[src/rtl/tsfd_pkg.sv]
// Shared types, constants and the CRC-8 step for the sensor frame decoder.
`default_nettype none

package tsfd_pkg;

    localparam logic [7:0]  CRC_POLY     = 8'h31;
    localparam logic [7:0]  CRC_INIT     = 8'hFF;

    localparam int          PROD_W       = 31;
    localparam logic [16:0] WORD_SPAN    = 17'd65535;

    localparam logic [14:0] TEMP_SCALE   = 15'd17500;
    localparam logic [14:0] HUM_SCALE_A  = 15'd10000;
    localparam logic [14:0] HUM_SCALE_B  = 15'd12500;
    localparam logic [15:0] TEMP_OFFSET  = 16'd4500;
    localparam logic [15:0] HUM_OFFSET_B = 16'd600;

    typedef logic [PROD_W-1:0] t_prod;

    typedef struct packed {
        logic [15:0] raw_temperature;
        logic [15:0] raw_humidity;
        logic        temp_crc_ok;
        logic        hum_crc_ok;
        logic        sensor_kind;
    } t_frame;

    function automatic logic [7:0] crc8_byte(input logic [7:0] crc, input logic [7:0] data);
        logic [7:0] c;
        c = crc ^ data;
        for (int i = 0; i < 8; i++) begin
            c = c[7] ? ({c[6:0], 1'b0} ^ CRC_POLY) : {c[6:0], 1'b0};
        end
        return c;
    endfunction

endpackage

`default_nettype wire

[src/rtl/tsfd_if.sv]
// Channel interfaces: received frame bytes in, decoded samples out.
`default_nettype none

interface tsfd_byte_if;
    logic       valid;
    logic       ready;
    logic [7:0] data_byte;
    logic       frame_start;

    modport source (output valid, output data_byte, output frame_start, input ready);
    modport sink   (input valid, input data_byte, input frame_start, output ready);
endinterface

interface tsfd_result_if;
    logic               valid;
    logic               ready;
    logic [15:0]        raw_temperature;
    logic [15:0]        raw_humidity;
    logic signed [14:0] temperature_centi;
    logic signed [14:0] humidity_centi;
    logic               temp_crc_ok;
    logic               hum_crc_ok;
    logic               sample_valid;

    modport source (output valid, output raw_temperature, output raw_humidity,
                    output temperature_centi, output humidity_centi,
                    output temp_crc_ok, output hum_crc_ok, output sample_valid,
                    input ready);
    modport sink   (input valid, input raw_temperature, input raw_humidity,
                    input temperature_centi, input humidity_centi,
                    input temp_crc_ok, input hum_crc_ok, input sample_valid,
                    output ready);
endinterface

`default_nettype wire

[src/rtl/th_sensor_frame_decoder_unit.sv]
// Top level of the temperature/humidity sensor frame decoder.
// Accepts one frame byte per cycle while i_byte.ready is high: temperature MSB, LSB, CRC, then
// humidity MSB, LSB, CRC; frame_start forces byte 0. Each sixth byte yields one
// sample, registered in the frame assembler, then in the multiplier stage, then
// in the divide-by-65535 and offset stage. Bytes 0 to 4 yield nothing. CRC
// failures still yield a sample with the flags cleared. Write sensor_kind only
// while no sample is in flight.
`default_nettype none

module th_sensor_frame_decoder_unit import tsfd_pkg::*; (
    input  wire logic     i_clk,
    input  wire logic     i_rst_n,
    tsfd_byte_if.sink     i_byte,
    tsfd_result_if.source o_result,
    input  wire logic     i_cfg_we,
    input  wire logic     i_cfg_wdata
);

    logic   r_sensor_kind;
    t_frame w_frame;
    logic   w_frame_valid;
    logic   w_frame_ready;

    always_ff @(posedge i_clk) begin
        if (!i_rst_n) begin
            r_sensor_kind <= 1'b0;
        end else if (i_cfg_we) begin
            r_sensor_kind <= i_cfg_wdata;
        end
    end

    tsfd_frame u_frame (
        .i_clk         (i_clk),
        .i_rst_n       (i_rst_n),
        .i_byte        (i_byte),
        .i_sensor_kind (r_sensor_kind),
        .o_frame       (w_frame),
        .o_frame_valid (w_frame_valid),
        .i_frame_ready (w_frame_ready)
    );

    tsfd_scale u_scale (
        .i_clk         (i_clk),
        .i_rst_n       (i_rst_n),
        .i_frame       (w_frame),
        .i_frame_valid (w_frame_valid),
        .o_frame_ready (w_frame_ready),
        .o_result      (o_result)
    );

endmodule

`default_nettype wire

[src/rtl/tsfd_frame.sv]
// Frame assembler: byte position tracking, word capture and CRC-8 checks.
`default_nettype none

module tsfd_frame import tsfd_pkg::*; (
    input  wire logic     i_clk,
    input  wire logic     i_rst_n,
    tsfd_byte_if.sink     i_byte,
    input  wire logic     i_sensor_kind,
    output t_frame        o_frame,
    output logic          o_frame_valid,
    input  wire logic     i_frame_ready
);

    typedef enum logic [2:0] {
        POS_T_MSB,
        POS_T_LSB,
        POS_T_CRC,
        POS_H_MSB,
        POS_H_LSB,
        POS_H_CRC
    } t_pos;

    t_pos        r_pos, n_pos;
    logic [7:0]  r_crc, n_crc;
    logic [15:0] r_temp, n_temp;
    logic [15:0] r_hum, n_hum;
    logic        r_first_ok, n_first_ok;
    logic        r_valid;
    t_frame      r_frame;

    t_pos        pos_eff;
    logic        accept;
    logic        last_byte;

    assign i_byte.ready = !r_valid || i_frame_ready;
    assign accept       = i_byte.valid && i_byte.ready;
    assign pos_eff      = (i_byte.frame_start || r_pos > POS_H_CRC) ? POS_T_MSB : r_pos;
    assign last_byte    = pos_eff == POS_H_CRC;

    always_comb begin
        n_pos      = r_pos;
        n_crc      = r_crc;
        n_temp     = r_temp;
        n_hum      = r_hum;
        n_first_ok = r_first_ok;
        unique case (pos_eff)
            POS_T_MSB: begin
                n_crc       = crc8_byte(CRC_INIT, i_byte.data_byte);
                n_temp[15:8] = i_byte.data_byte;
                n_pos       = POS_T_LSB;
            end
            POS_T_LSB: begin
                n_crc       = crc8_byte(r_crc, i_byte.data_byte);
                n_temp[7:0] = i_byte.data_byte;
                n_pos       = POS_T_CRC;
            end
            POS_T_CRC: begin
                n_first_ok = r_crc == i_byte.data_byte;
                n_crc      = CRC_INIT;
                n_pos      = POS_H_MSB;
            end
            POS_H_MSB: begin
                n_crc       = crc8_byte(CRC_INIT, i_byte.data_byte);
                n_hum[15:8] = i_byte.data_byte;
                n_pos       = POS_H_LSB;
            end
            POS_H_LSB: begin
                n_crc      = crc8_byte(r_crc, i_byte.data_byte);
                n_hum[7:0] = i_byte.data_byte;
                n_pos      = POS_H_CRC;
            end
            default: begin
                n_crc = CRC_INIT;
                n_pos = POS_T_MSB;
            end
        endcase
    end

    always_ff @(posedge i_clk) begin
        if (!i_rst_n) begin
            r_pos      <= POS_T_MSB;
            r_crc      <= CRC_INIT;
            r_temp     <= '0;
            r_hum      <= '0;
            r_first_ok <= 1'b0;
            r_valid    <= 1'b0;
        end else begin
            if (accept) begin
                r_pos      <= n_pos;
                r_crc      <= n_crc;
                r_temp     <= n_temp;
                r_hum      <= n_hum;
                r_first_ok <= n_first_ok;
            end
            if (accept && last_byte) begin
                r_valid                 <= 1'b1;
                r_frame.raw_temperature <= r_temp;
                r_frame.raw_humidity    <= r_hum;
                r_frame.temp_crc_ok     <= r_first_ok;
                r_frame.hum_crc_ok      <= r_crc == i_byte.data_byte;
                r_frame.sensor_kind     <= i_sensor_kind;
            end else if (i_frame_ready) begin
                r_valid <= 1'b0;
            end
        end
    end

    assign o_frame       = r_frame;
    assign o_frame_valid = r_valid;

    a_pos_range: assert property (@(posedge i_clk) disable iff (!i_rst_n)
        r_pos <= POS_H_CRC)
        else $error("frame position out of range");

    a_last_emits: assert property (@(posedge i_clk) disable iff (!i_rst_n)
        (accept && last_byte) |=> (r_valid && r_pos == POS_T_MSB))
        else $error("sixth byte did not produce a frame");

    a_temp_crc: assert property (@(posedge i_clk) disable iff (!i_rst_n)
        (accept && pos_eff == POS_T_CRC) |=> (r_first_ok == $past(r_crc == i_byte.data_byte)))
        else $error("temperature CRC flag not captured");

    a_frame_hold: assert property (@(posedge i_clk) disable iff (!i_rst_n)
        (r_valid && !i_frame_ready) |=> (r_valid && $stable(r_frame)))
        else $error("pending frame lost under stall");

endmodule

`default_nettype wire

[src/rtl/tsfd_scale.sv]
// Scaling pipeline: multiply by span, divide by 65535, apply offsets.
`default_nettype none

module tsfd_scale import tsfd_pkg::*; (
    input  wire logic     i_clk,
    input  wire logic     i_rst_n,
    input  wire t_frame   i_frame,
    input  wire logic     i_frame_valid,
    output logic          o_frame_ready,
    tsfd_result_if.source o_result
);

    function automatic logic [14:0] div_span(input t_prod p);
        logic [16:0] s;
        s = {2'b00, p[30:16]} + {1'b0, p[15:0]};
        return p[30:16] + {14'd0, s >= WORD_SPAN};
    endfunction

    logic        r_p_valid;
    t_prod       r_prod_t, r_prod_h;
    logic [15:0] r_p_raw_t, r_p_raw_h;
    logic        r_p_tok, r_p_hok, r_p_kind;

    logic               r_o_valid;
    logic [15:0]        r_o_raw_t, r_o_raw_h;
    logic signed [14:0] r_o_tc, r_o_hc;
    logic               r_o_tok, r_o_hok;

    t_prod       n_prod_t, n_prod_h;
    logic [14:0] hum_scale;
    logic [14:0] quo_t, quo_h;
    logic [15:0] hum_offset;
    logic [15:0] n_tc, n_hc;
    logic        out_ready, p_ready;

    assign out_ready     = !r_o_valid || o_result.ready;
    assign p_ready       = !r_p_valid || out_ready;
    assign o_frame_ready = p_ready;

    assign hum_scale = i_frame.sensor_kind ? HUM_SCALE_B : HUM_SCALE_A;
    assign n_prod_t  = TEMP_SCALE * i_frame.raw_temperature;
    assign n_prod_h  = hum_scale * i_frame.raw_humidity;

    assign quo_t      = div_span(r_prod_t);
    assign quo_h      = div_span(r_prod_h);
    assign hum_offset = r_p_kind ? HUM_OFFSET_B : 16'd0;
    assign n_tc       = {1'b0, quo_t} - TEMP_OFFSET;
    assign n_hc       = {1'b0, quo_h} - hum_offset;

    always_ff @(posedge i_clk) begin
        if (!i_rst_n) begin
            r_p_valid <= 1'b0;
            r_o_valid <= 1'b0;
        end else begin
            if (p_ready) begin
                r_p_valid <= i_frame_valid;
            end
            if (out_ready) begin
                r_o_valid <= r_p_valid;
            end
        end
    end

    always_ff @(posedge i_clk) begin
        if (p_ready && i_frame_valid) begin
            r_prod_t  <= n_prod_t;
            r_prod_h  <= n_prod_h;
            r_p_raw_t <= i_frame.raw_temperature;
            r_p_raw_h <= i_frame.raw_humidity;
            r_p_tok   <= i_frame.temp_crc_ok;
            r_p_hok   <= i_frame.hum_crc_ok;
            r_p_kind  <= i_frame.sensor_kind;
        end
        if (out_ready && r_p_valid) begin
            r_o_raw_t <= r_p_raw_t;
            r_o_raw_h <= r_p_raw_h;
            r_o_tc    <= $signed(n_tc[14:0]);
            r_o_hc    <= $signed(n_hc[14:0]);
            r_o_tok   <= r_p_tok;
            r_o_hok   <= r_p_hok;
        end
    end

    assign o_result.valid             = r_o_valid;
    assign o_result.raw_temperature   = r_o_raw_t;
    assign o_result.raw_humidity      = r_o_raw_h;
    assign o_result.temperature_centi = r_o_tc;
    assign o_result.humidity_centi    = r_o_hc;
    assign o_result.temp_crc_ok       = r_o_tok;
    assign o_result.hum_crc_ok        = r_o_hok;
    assign o_result.sample_valid      = r_o_tok && r_o_hok;

    a_stage_move: assert property (@(posedge i_clk) disable iff (!i_rst_n)
        (r_p_valid && out_ready) |=> r_o_valid)
        else $error("product stage dropped a sample");

    a_temp_range: assert property (@(posedge i_clk) disable iff (!i_rst_n)
        r_p_valid |-> (quo_t <= TEMP_SCALE))
        else $error("temperature quotient out of range");

    a_hum_range: assert property (@(posedge i_clk) disable iff (!i_rst_n)
        r_p_valid |-> (quo_h <= HUM_SCALE_B))
        else $error("humidity quotient out of range");

endmodule

`default_nettype wire
[src/flat_wrapper.sv]
// flat-port wrapper written by rule: the top's interface ports become plain ports
module th_sensor_frame_decoder_unit_flat import tsfd_pkg::*;
  (i_clk, i_rst_n, i_cfg_we, i_cfg_wdata, i_byte_valid, i_byte_data_byte, i_byte_frame_start, i_byte_ready, o_result_valid, o_result_raw_temperature, o_result_raw_humidity, o_result_temperature_centi, o_result_humidity_centi, o_result_temp_crc_ok, o_result_hum_crc_ok, o_result_sample_valid, o_result_ready);
  tsfd_byte_if i_byte_i ();
  tsfd_result_if o_result_i ();
  input  wire logic i_clk;
  input  wire logic i_rst_n;
  input  wire logic i_cfg_we;
  input  wire logic i_cfg_wdata;
  input wire logic [$bits(i_byte_i.valid)-1:0] i_byte_valid;
  input wire logic [$bits(i_byte_i.data_byte)-1:0] i_byte_data_byte;
  input wire logic [$bits(i_byte_i.frame_start)-1:0] i_byte_frame_start;
  output wire logic [$bits(i_byte_i.ready)-1:0] i_byte_ready;
  output wire logic [$bits(o_result_i.valid)-1:0] o_result_valid;
  output wire logic [$bits(o_result_i.raw_temperature)-1:0] o_result_raw_temperature;
  output wire logic [$bits(o_result_i.raw_humidity)-1:0] o_result_raw_humidity;
  output wire logic [$bits(o_result_i.temperature_centi)-1:0] o_result_temperature_centi;
  output wire logic [$bits(o_result_i.humidity_centi)-1:0] o_result_humidity_centi;
  output wire logic [$bits(o_result_i.temp_crc_ok)-1:0] o_result_temp_crc_ok;
  output wire logic [$bits(o_result_i.hum_crc_ok)-1:0] o_result_hum_crc_ok;
  output wire logic [$bits(o_result_i.sample_valid)-1:0] o_result_sample_valid;
  input wire logic [$bits(o_result_i.ready)-1:0] o_result_ready;
  assign i_byte_i.valid = i_byte_valid;
  assign i_byte_i.data_byte = i_byte_data_byte;
  assign i_byte_i.frame_start = i_byte_frame_start;
  assign i_byte_ready = i_byte_i.ready;
  assign o_result_valid = o_result_i.valid;
  assign o_result_raw_temperature = o_result_i.raw_temperature;
  assign o_result_raw_humidity = o_result_i.raw_humidity;
  assign o_result_temperature_centi = o_result_i.temperature_centi;
  assign o_result_humidity_centi = o_result_i.humidity_centi;
  assign o_result_temp_crc_ok = o_result_i.temp_crc_ok;
  assign o_result_hum_crc_ok = o_result_i.hum_crc_ok;
  assign o_result_sample_valid = o_result_i.sample_valid;
  assign o_result_i.ready = o_result_ready;
  th_sensor_frame_decoder_unit u_core (.i_clk(i_clk), .i_rst_n(i_rst_n), .i_byte(i_byte_i), .o_result(o_result_i), .i_cfg_we(i_cfg_we), .i_cfg_wdata(i_cfg_wdata));
endmodule
[config.mk]
export PLATFORM = sky130hd
export DESIGN_NAME = th_sensor_frame_decoder_unit_flat
export DESIGN_NICKNAME = d
export VERILOG_FILES = /design/src/rtl/tsfd_pkg.sv /design/src/rtl/tsfd_if.sv /design/src/rtl/th_sensor_frame_decoder_unit.sv /design/src/rtl/tsfd_frame.sv /design/src/rtl/tsfd_scale.sv /design/src/flat_wrapper.sv
export SDC_FILE = /design/constraint.sdc
export NUM_CORES = 1
export LEC_CHECK = 0
export BUFFER_PORTS_ARGS = -buffer_cell sky130_fd_sc_hd__buf_4
export CORE_ASPECT_RATIO = 0.8
export CORE_MARGIN = 5
export CORE_UTILIZATION = 30
export CTS_BUF_LIST = sky130_fd_sc_hd__clkbuf_16
export DETAILED_ROUTE_END_ITERATION = 10
export HOLD_SLACK_MARGIN = 0.03
export SYNTH_ARGS = -nofsm -noshare
export SYNTH_HDL_FRONTEND = slang
export SYNTH_SLANG_ARGS = --single-unit
[constraint.sdc]
create_clock -name i_clk -period 21.7 [get_ports i_clk]
set_input_delay 2.17 -clock i_clk [delete_from_list [all_inputs] [get_ports i_clk]]
set_output_delay 2.17 -clock i_clk [all_outputs]
set_load 0.005 [all_outputs]
==> results.yml <==
synthesis:
  synthTopCellsByArea: "edfxtp_1 (31%), ha_1 (19%), fa_1 (15%), inv_1 (5.6%), dfxtp_1 (5.3%)"
  synth_area_um2: 18300
  syn_nets: 2037
  ys.flop_type: "edfxtp_1"
  ys_types: 68
  netlist.area_leader.share_pct: 31.2
  yosysSeqAreaShare_pct: 36.4
  yosysTopAreaCell: "edfxtp_1"
  syn_inst: 1615
  async_reset_ff_share_pct: 0
  post_synth.cell_area_avg_um2: 11.3
  synth_edf_count: 190
  ys_ff_latch: 238
  ys_warn_count: 0
timing:
  fin_crit_sh_pct: 28.6
  timing.hold.ws_ps: 416
  period_minus_slack_ps: 6210
  final_hold_viol_count: 0
  tightest_slew_ps: 1050
  fin_tns_setup_ps: 0
  fmax_mhz: 161
  finClkSkew_ps: 31.2
  setup_viol: 0
  rsz0062_at_grt: "no"
  relSlewSlack_pct: 29.5
  slew_viol_final: 0
clock_network:
  cts_setup_buffers: 0
  cts_tree: "done"
  cts_sinks: 238
  cts-resized-gates: 0
  hold_buffers: 0
  path_clk_slew_ps: 70
  cts_buffer_depth: 3
  root_buffer: "clkbuf_16"
  worst_skew_pair.late_latency_ps: 580
  cts_max_level: 1
  cts-buffers-inserted: 30
floorplanning:
  rows: 81
  coreArea_um2: 60800
  fp.dieH_um: 231
  fp.dieW_um: 286
  die_area_um2: 66000
  initial_core_util_pct: 30.1
  io_pins: 82
global_routing:
  grt_overflow: 0
  antenna_found_initial: 0
  grtUsageTotal_pct: 12.0
  grt_pass1_vias: 11900
  grt_pass1_wl_um: 64100
  grt_max_degree: 68
detailed_routing:
  drtIter0Drc: 689
  totalWireLength_um: 39400
  vias: 11700
  via_per_inst: 4.64
  drc_errors: 0
  ant_nets: 0
  wire_per_inst_um: 15.7
  firstDrtPassIters: 5
min_path:
  hold_depth: 0
  hold_path.class: "reg -> reg"
  min_to: "u_core.u_frame.o_frame[7]"
  worstHoldStart: "u_core.u_frame.r_hum[4]"
pwr:
  p_leak_nw: 9.56
  power.density_nw_per_um2: 49.9
  ir_drop_uv: 62.4
critical_path:
  crit_type: "reg -> reg"
  cp.arrival_ps: 6510
  crit_fanout: 39
  critPathLaunchType: "register"
  reg2reg_to: "u_core.u_scale.r_prod_h[29]"
  r2r_slack_ps: 15490
  cp-end-kind: "register"
  r2r_start: "u_core.u_frame.o_frame[0]"
  rr_worst_depth: 21
  startpoint: "u_core.u_frame.o_frame[0]"
  crit_required_ps: 22000
cells_and_area:
  n_fill_cell: 6066
  num-nets-final: 2121
  drive_gt1_share_pct: 8.82
  syn_to_final_growth_pct: 13.7
  stdcell_count: 2512
placed_design:
  dp_cells: 2455
  portBuffers: 81
  hpwl_um: 30500
  place.gp.congestion: 0.892
run:
  drv_cap: 0
status:
  status: "completed"
==> Yosys cell counts (5+ instances only) <==
| master | instances |
|---|---|
| nand3_1 | 15 |
| inv_1 | 274 |
| and2_1 | 17 |
| and3_1 | 12 |
| a221oi_1 | 9 |
| o21bai_1 | 7 |
| nor2b_1 | 21 |
| a21oi_1 | 63 |
| clkbuf_1 | 23 |
| o211ai_1 | 7 |
| dfxtp_1 | 48 |
| o21ai_0 | 41 |
| a211oi_1 | 5 |
| a21o_1 | 28 |
| nand4_1 | 8 |
| o31ai_1 | 6 |
| nor4_1 | 7 |
| mux2i_1 | 36 |
| o21a_1 | 24 |
| ha_1 | 273 |
| nand2_1 | 50 |
| edfxtp_1 | 190 |
| fa_1 | 134 |
| nor2_1 | 96 |
| xnor2_1 | 83 |
| nand2b_1 | 7 |
| nor3_1 | 12 |
| xor2_1 | 40 |
| a31oi_1 | 8 |
==> metal layers <==
layer / GRT usage (%) / wire [µm] / up-vias
met5: 0 / 0 / -
met4: 2.60 / 814 / 0
met1: 18.9 / 21000 / 5692
met2: 17.1 / 16000 / 220
met3: 1.76 / 1540 / 45
li1: - / - / 5709
==> stage by stage <==
stage                     utilization (%)  cell area (µm²)  power, mW  setup slack [ps]
final                                34.2            20800       1.04             15490
after floorplan                         -            18300      0.536             12170
after global routing                 34.2            20800       1.08             15020
after CTS                            34.2            20800       1.06             15430
after detailed placement             32.5            19800      0.545             15500
after global placement               32.5            19800      0.545             15600
==> sequential cells by signal, summed over array words and instances, names as in the netlist, 3 cells and up <==
name / flops
u_core.u_frame.r_temp: 16
u_core.u_scale.o_result.humidity_centi: 15
u_core.u_scale.r_prod_h: 28
u_core.u_frame.r_pos: 3
u_core.u_scale.r_prod_t: 28
u_core.u_frame.r_hum: 16
u_core.u_scale.r_p_raw_t: 16
u_core.u_scale.o_result.temperature_centi: 15
u_core.u_scale.r_p_raw_h: 16
u_core.u_frame.r_crc: 8
u_core.u_scale.o_result.raw_temperature: 16
u_core.u_scale.o_result.raw_humidity: 16
u_core.u_frame.o_frame: 35
==> worst max-delay path, cell delays in order, from the launching register on <==
cell and delay (ps):
edfxtp_1 320, buf_4 310, inv_1 330, nand2_1 200, inv_1 80, ha_1 200
fa_1 480, ha_1 330, fa_1 540, inv_1 50, fa_1 540, inv_1 40
ha_1 320, fa_1 480, a211oi_1 340, o21a_1 230, o31ai_2 100, o31ai_2 280
nor3_1 120, nor3_2 310, mux2i_1 220, nand2_1 80
==> worst max path at each step <==
stage	slack, ps	to	cells past startpoint
2_1_floorplan	12170	u_core.u_scale.r_p_hok	2
3_3_place_gp	15600	u_core.u_scale.r_prod_h[29]	21
3_5_place_dp	15500	u_core.u_scale.r_prod_h[29]	20
4_1_cts	15430	u_core.u_scale.r_prod_h[29]	19
5_1_grt	15020	u_core.u_scale.r_prod_h[29]	21
6_report	15490	u_core.u_scale.r_prod_h[29]	21
==> cell families after synthesis <==
logic type	share of synthesized area, %
adder cells (fa/ha/maj)	33.4
buffers and inverters	6.45
AND/OR/NAND/NOR	7.18
flip-flops	36.4
AO/OA/AOI/OAI	8.52
XOR/XNOR	6.04
multiplexers	1.97
==> final cells by class <==
type	count	area, µm²	share of cell area [%]
clock buffers	30	751	3.61
multi-input cells	1070	10500	50.4
flip-flops and latches	238	6670	32.1
diodes	1	2.50	0.0120
inverters	274	1030	4.94
clock inverters	26	254	1.22
well taps	788	986	4.74
repair buffers	85	638	3.07
==> placed cells by master (no fill, tap or decap), types with 17 or more instances in the layout <==
master / netlist / layout
a21o_1: 28 / 28
a21oi_1: 63 / 63
and2_1: 17 / 17
buf_4: 4 / 85
clkbuf_16: 0 / 30
dfxtp_1: 48 / 48
edfxtp_1: 190 / 190
fa_1: 134 / 134
ha_1: 273 / 273
inv_1: 274 / 275
mux2i_1: 36 / 36
nand2_1: 50 / 50
nor2_1: 96 / 95
nor2b_1: 21 / 20
o21a_1: 24 / 24
o21ai_0: 41 / 41
xnor2_1: 83 / 83
xor2_1: 40 / 40
==> report_power, final <==
| group | leakage [nW] | total (mW) | switching [mW] | internal [mW] |
|---|---|---|---|---|
| clock network | 0.495 | 0.504 | 0.212 | 0.292 |
| logic | 6.93 | 0.0424 | 0.0235 | 0.0190 |
| registers | 2.13 | 0.493 | 0.00288 | 0.490 |
No activity file was read; power rests on OpenSTA's default activity.
